$ cat src/hw/rtl/ghash_pkg.sv
`default_nettype none

package ghash_pkg;

	localparam int unsigned BLOCK_BITS  = 128;
	localparam int unsigned HALF_BITS   = 64;
	localparam int unsigned BLOCK_BYTES = 16;
	localparam int unsigned COUNT_W     = 5;
	localparam int unsigned TOTAL_W     = 61;
	localparam int unsigned CFG_IDX_W   = 1;
	localparam int unsigned PROD_BITS   = 2 * BLOCK_BITS - 1;

	// reduction polynomial in reflected byte form (x^0 in the msb)
	localparam logic [7:0] POLY_TOP = 8'he1;

	typedef enum logic [1:0] {
		KIND_AAD    = 2'd0,
		KIND_TEXT   = 2'd1,
		KIND_FINISH = 2'd2
	} kind_t;

	typedef enum logic [CFG_IDX_W-1:0] {
		REG_KEY_HIGH = 1'b0,
		REG_KEY_LOW  = 1'b1
	} cfg_reg_t;

	// prepared item handed from the input stage to the core
	typedef struct packed {
		kind_t                   kind;
		logic [BLOCK_BITS-1:0]   block;
		logic [COUNT_W-1:0]      nbytes;
	} prep_item_t;

	// z = x * h in GF(2^128), GCM bit order (bit 127 of the vector is x^0)
	function automatic logic [BLOCK_BITS-1:0] gf_mul(
		input logic [BLOCK_BITS-1:0] x,
		input logic [BLOCK_BITS-1:0] h
	);
		logic [BLOCK_BITS-1:0] a;
		logic [BLOCK_BITS-1:0] b;
		logic [PROD_BITS-1:0]  prod;
		logic [BLOCK_BITS+5:0] t;
		logic [5:0]            u;
		logic [12:0]           v;
		logic [BLOCK_BITS-1:0] c;
		logic [BLOCK_BITS-1:0] z;
		// reflect so that index i is the coefficient of x^i
		for (int i = 0; i < BLOCK_BITS; i++) begin
			a[i] = x[BLOCK_BITS-1-i];
			b[i] = h[BLOCK_BITS-1-i];
		end
		// carry-less product, one partial product per bit of a
		prod = '0;
		for (int i = 0; i < BLOCK_BITS; i++) begin
			if (a[i]) begin
				prod = prod ^ ({{(BLOCK_BITS-1){1'b0}}, b} << i);
			end
		end
		// first fold of the upper half through x^7 + x^2 + x + 1
		t = '0;
		for (int j = 0; j < 8; j++) begin
			if (POLY_TOP[7-j]) begin
				t = t ^ ({7'd0, prod[PROD_BITS-1:BLOCK_BITS]} << j);
			end
		end
		// second fold of the few bits that spill past x^127
		u = t[BLOCK_BITS+5:BLOCK_BITS];
		v = '0;
		for (int j = 0; j < 8; j++) begin
			if (POLY_TOP[7-j]) begin
				v = v ^ ({7'd0, u} << j);
			end
		end
		c = prod[BLOCK_BITS-1:0] ^ t[BLOCK_BITS-1:0] ^ {{(BLOCK_BITS-13){1'b0}}, v};
		for (int i = 0; i < BLOCK_BITS; i++) begin
			z[BLOCK_BITS-1-i] = c[i];
		end
		return z;
	endfunction

endpackage

`default_nettype wire

$ cat src/hw/rtl/ghash_if.sv
`default_nettype none

// block input channel
interface ghash_in_if;
	logic                          valid;
	logic                          ready;
	logic [1:0]                    kind;
	logic [ghash_pkg::HALF_BITS-1:0] block_high;
	logic [ghash_pkg::HALF_BITS-1:0] block_low;
	logic [ghash_pkg::COUNT_W-1:0]   byte_count;

	modport source (output valid, kind, block_high, block_low, byte_count, input ready);
	modport sink   (input valid, kind, block_high, block_low, byte_count, output ready);
endinterface


`default_nettype wire

$ cat src/hw/rtl/ghash_prep.sv
`default_nettype none

module ghash_prep (
	input  wire logic              clk,
	input  wire logic              arst_n,
	ghash_in_if.sink               blk_in,
	output logic                   item_valid,
	output ghash_pkg::prep_item_t  item,
	input  wire logic              item_ready
);
	import ghash_pkg::*;

	logic                  valid_s1;
	prep_item_t            item_s1;
	logic                  accept;
	logic                  keep;
	logic [COUNT_W-1:0]    nsat;
	logic [BLOCK_BITS-1:0] mask;
	prep_item_t            item_d;

	assign blk_in.ready = !valid_s1 || item_ready;
	assign accept       = blk_in.valid && blk_in.ready;

	// saturate the byte count and build the leading-byte mask
	always_comb begin
		nsat = (blk_in.byte_count > COUNT_W'(BLOCK_BYTES)) ? COUNT_W'(BLOCK_BYTES)
		                                                   : blk_in.byte_count;
		for (int j = 0; j < BLOCK_BYTES; j++) begin
			mask[BLOCK_BITS-1-8*j -: 8] = (COUNT_W'(j) < nsat) ? 8'hff : 8'h00;
		end
	end

	// classify the item; unknown kinds and empty data blocks are dropped
	always_comb begin
		item_d.kind   = KIND_FINISH;
		item_d.block  = {blk_in.block_high, blk_in.block_low} & mask;
		item_d.nbytes = nsat;
		keep          = 1'b0;
		case (blk_in.kind)
			KIND_AAD: begin
				item_d.kind = KIND_AAD;
				keep        = (nsat != '0);
			end
			KIND_TEXT: begin
				item_d.kind = KIND_TEXT;
				keep        = (nsat != '0);
			end
			KIND_FINISH: begin
				item_d.kind = KIND_FINISH;
				keep        = 1'b1;
			end
			default: begin
				keep = 1'b0;
			end
		endcase
	end

	// input stage valid
	always_ff @(posedge clk or negedge arst_n) begin
		if (!arst_n) begin
			valid_s1 <= 1'b0;
		end else if (accept) begin
			valid_s1 <= keep;
		end else if (item_ready) begin
			valid_s1 <= 1'b0;
		end
	end

	// input stage payload
	always_ff @(posedge clk) begin
		if (accept) begin
			item_s1 <= item_d;
		end
	end

	assign item_valid = valid_s1;
	assign item       = item_s1;

endmodule

`default_nettype wire

$ cat src/flat_wrapper.sv
// flat-port wrapper written by rule: the top's interface ports become plain ports
module ghash_prep_flat import ghash_pkg::*;
  (clk, arst_n, item_valid, item, item_ready, blk_in_valid, blk_in_kind, blk_in_block_high, blk_in_block_low, blk_in_byte_count, blk_in_ready);
  ghash_in_if blk_in_i ();
  input  wire logic clk;
  input  wire logic arst_n;
  output logic item_valid;
  output ghash_pkg::prep_item_t item;
  input  wire logic item_ready;
  input wire logic [$bits(blk_in_i.valid)-1:0] blk_in_valid;
  input wire logic [$bits(blk_in_i.kind)-1:0] blk_in_kind;
  input wire logic [$bits(blk_in_i.block_high)-1:0] blk_in_block_high;
  input wire logic [$bits(blk_in_i.block_low)-1:0] blk_in_block_low;
  input wire logic [$bits(blk_in_i.byte_count)-1:0] blk_in_byte_count;
  output wire logic [$bits(blk_in_i.ready)-1:0] blk_in_ready;
  assign blk_in_i.valid = blk_in_valid;
  assign blk_in_i.kind = blk_in_kind;
  assign blk_in_i.block_high = blk_in_block_high;
  assign blk_in_i.block_low = blk_in_block_low;
  assign blk_in_i.byte_count = blk_in_byte_count;
  assign blk_in_ready = blk_in_i.ready;
  ghash_prep u_core (.clk(clk), .arst_n(arst_n), .blk_in(blk_in_i), .item_valid(item_valid), .item(item), .item_ready(item_ready));
endmodule
$ cat config.mk
export PLATFORM = sky130hd
export DESIGN_NAME = ghash_prep_flat
export DESIGN_NICKNAME = d
export VERILOG_FILES = /design/src/hw/rtl/ghash_pkg.sv /design/src/hw/rtl/ghash_if.sv /design/src/hw/rtl/ghash_prep.sv /design/src/flat_wrapper.sv
export SDC_FILE = /design/constraint.sdc
export NUM_CORES = 1
export LEC_CHECK = 0
export BUFFER_PORTS_ARGS = -buffer_cell sky130_fd_sc_hd__buf_2
export CAP_MARGIN = 20
export CORE_MARGIN = 3
export CORE_UTILIZATION = 40
export CTS_CLUSTER_DIAMETER = 50
export CTS_CLUSTER_SIZE = 20
export DETAILED_ROUTE_END_ITERATION = 10
export PLACE_DENSITY = 0.8
export SETUP_SLACK_MARGIN = 0.5
export SYNTH_ARGS = -nofsm -noshare
export SYNTH_HDL_FRONTEND = slang
export SYNTH_SLANG_ARGS = --single-unit
$ cat constraint.sdc
create_clock -name clk -period 4.26 [get_ports clk]
set_input_delay 0.213 -clock clk [delete_from_list [all_inputs] [get_ports clk]]
set_output_delay 0.213 -clock clk [all_outputs]
set_load 0.05 [all_outputs]
==> impl_metrics.ini <==
[synth]
syn_avg_cell_area_um2 = 17.00
yosys_register_bits = 136
synthCells = 301
synth_seq_area_share_pct = 79.71
yosysWarnings = 0
synth_cell_types = 25
postSynth.topFlopCell = edfxtp_1
mappedNetlistArea_um2 = 5117
synth-edff-count = 135
post_synth_arst_share_pct = 0.7353
postSynthNetCount = 440

[cells_and_area]
finish.cell_count_without_fillers = 769
area.growth.synth_to_final_pct = 42.15
design.final.nets = 728
final_antenna_diode_count = 0
mostFrequentLayoutCell = buf_2
most-common-layout-cells = 275 x buf_2, 135 x edfxtp_1, 93 x nor2b_1
layout-drive-gt1-share_pct = 52.41

[worst_setup_path]
critPathMaxFanout = 69
critical_path_at_ns = 2.11
required_ns = 4.33
timing_worst_setup_path_type = reg2reg
crit_slowest_cell = and2_4
critical_path.max_stage_delay_ns = 0.70
worstPathCellList = nand2b_1 -> and2_4 -> buf_12
critical_path.endpoint_type = flop
startpoint_type = flop

[run]
max_cap_violations = 0

[timing]
slew_viol_final = 0
worst_slew_pin_tran_ns = 0.8929
finalHoldViolations = 0
setup_violations = 0
rsz0062_at_grt = no
final.period_utilization_pct = 48.03
skew_ns = 0.006501
total_negative_slack_for_setup_checks_ns = 0
finalWorstPathRequiredPeriod_ns = 2.046
slew_headroom_pct = 40.47
max_frequency_ghz = 0.4888

[global_route]
grt.met2_usage_pct = 30.91
grt_max_degree = 70
grtUsageMet1_pct = 19.77
grt.overflow.total = 0
grtUsageMet3_pct = 6.743
grt_util_overall_pct = 17.97
top_usage_layer = met2
grt_first_pass_wirelength_um = 19280
vias_in_the_first_global_route = 3623
antenna_found_initial = 0

[clocking]
htreeDepth = 4
clk_pin_slew_worst_paths_ns = 0.06
post_cts_buffers = 0
cts_sinks = 136
cts_tree = yes
cts-resized-gates = 0
worstSkewPairLatency_ns = 0.41
cts.path.max_buffers = 2
cts-root-buf = clkbuf_16
cts.hold.buffers_added = 1
num_cts_buffers = 17

[floorplanning]
core_area_um2 = 12260
chipHeight_um = 119.1
initial_utilization_pct = 41.73
placement_rows = 40
floorplan.die.width_um = 119.1
pin_count = 276
dieArea_um2 = 14190

[place]
portBuffers = 275
finalWeightedCongestion = 0.7801
placed_cells_incl_taps = 736
hpwlAfterDp_um = 9641

[pwr]
pwr-share-comb_pct = 16.5
cellInternalPower_mw = 2.587
cellLeakagePower_nw = 3.124
power_density_nw_per_um2 = 492.0
vdd_ir_drop_max_mv = 0.2409
netSwitchingFraction_pct = 27.73
seqPwrFrac_pct = 44.9
p_switching_mw = 0.9924
power.share.clock_pct = 38.6

[route]
routed_wire_length_per_instance_um = 16.87
detailedRoute.firstPassIterationCount = 4
first_iter_violations = 208
viasPerCell = 4.609
routed-via-count = 3544
route.detailed.drc = 0
route.final.wire_length_um = 12970
drtAntennaViolNets = 0

[status]
status = finished, final reports clean

[min_path]
worstHoldPathType = in2reg
## cells in the mapped netlist (all sizes together), types with 2 or more instances
library cell	n	area, µm²
buf	4	20.02
nor2	2	12.51
clkbuf	5	20.01
and3	16	100.1
or2	3	18.77
nor2b	93	581.8
and2	25	156.4
nand2	2	7.510
a31oi	3	31.28
a21oi	3	18.77
edfxtp	135	4054
## registers in the layout, indices dropped and copies added, names as in the netlist
signal and flops:
u_core.item_valid 1, u_core.item 135
## final cells by class
| cell class | count | area (µm²) |
|---|---|---|
| Tap cell | 168 | 210.2 |
| Fill cell | 980 | 4987 |
| Clock inverter | 12 | 130.1 |
| Sequential cell | 136 | 4079 |
| Timing Repair Buffer | 278 | 1421 |
| Multi-Input combinational cell | 156 | 1001 |
| Clock buffer | 19 | 432.9 |
## metal layers
layer | up-vias | wire length (µm)
met2 | 182 | 6649
met5 | - | 0
met3 | 26 | 1105
met4 | 0 | 291
li1 | 1659 | -
met1 | 1677 | 4923
## stage by stage
stage / area (µm²) / total power [mW] / utilization (%) / setup WS [ns] / hold WS, ns
finish: 7274 / 3.579 / 59.33 / 2.214 / 0.04848
global route: 7274 / 3.701 / 59.33 / 2.058 / 0.03140
CTS: 7259 / 3.606 / 59.20 / 2.223 / 0.02068
detailed placement: 6686 / 2.229 / 54.53 / 2.070 / -0.003833
global placement: 6686 / 2.217 / 54.53 / 2.164 / -0.003539
floorplan: 5119 / 2.051 / - / 0.9910 / -0.08259
## power groups by stage
stage	sequential, mW	combinational (mW)	clock [mW]
detailed placement	1.64	0.592	0
finish	1.61	0.590	1.38
global placement	1.63	0.583	0
CTS	1.61	0.594	1.40
floorplan	1.95	0.102	0
global route	1.62	0.620	1.47
## cell families after synthesis
kind of cell | Yosys count | share of synthesized area, %
AO/OA/AOI/OAI | 11 | 1.809
buffers and inverters | 9 | 0.7822
flip-flops | 136 | 79.71
AND/OR/NAND/NOR | 145 | 17.70
## critical path, delay by kind of cell, from the launching register on
kind / cells / cell delay, ns
buffers and inverters: 1 / 0.40
flip-flops: 1 / 0.38
AND/OR/NAND/NOR: 2 / 0.80
## final timing paths
path                                endpoint  cells after the start  slack (ns)         startpoint
setup / recovery            u_core.item[112]                      3        2.21  u_core.item_valid
hold / removal              u_core.item[134]                      1        0.05     blk_in_kind[1]
setup reg to reg            u_core.item[112]                      3        2.21  u_core.item_valid
hold reg to reg            u_core.item_valid                      2        0.55  u_core.item_valid
max in group asynchronous  u_core.item_valid                      2        4.05             arst_n
min in group asynchronous  u_core.item_valid                      2        0.12             arst_n
No activity file was read; power rests on OpenSTA's default activity.
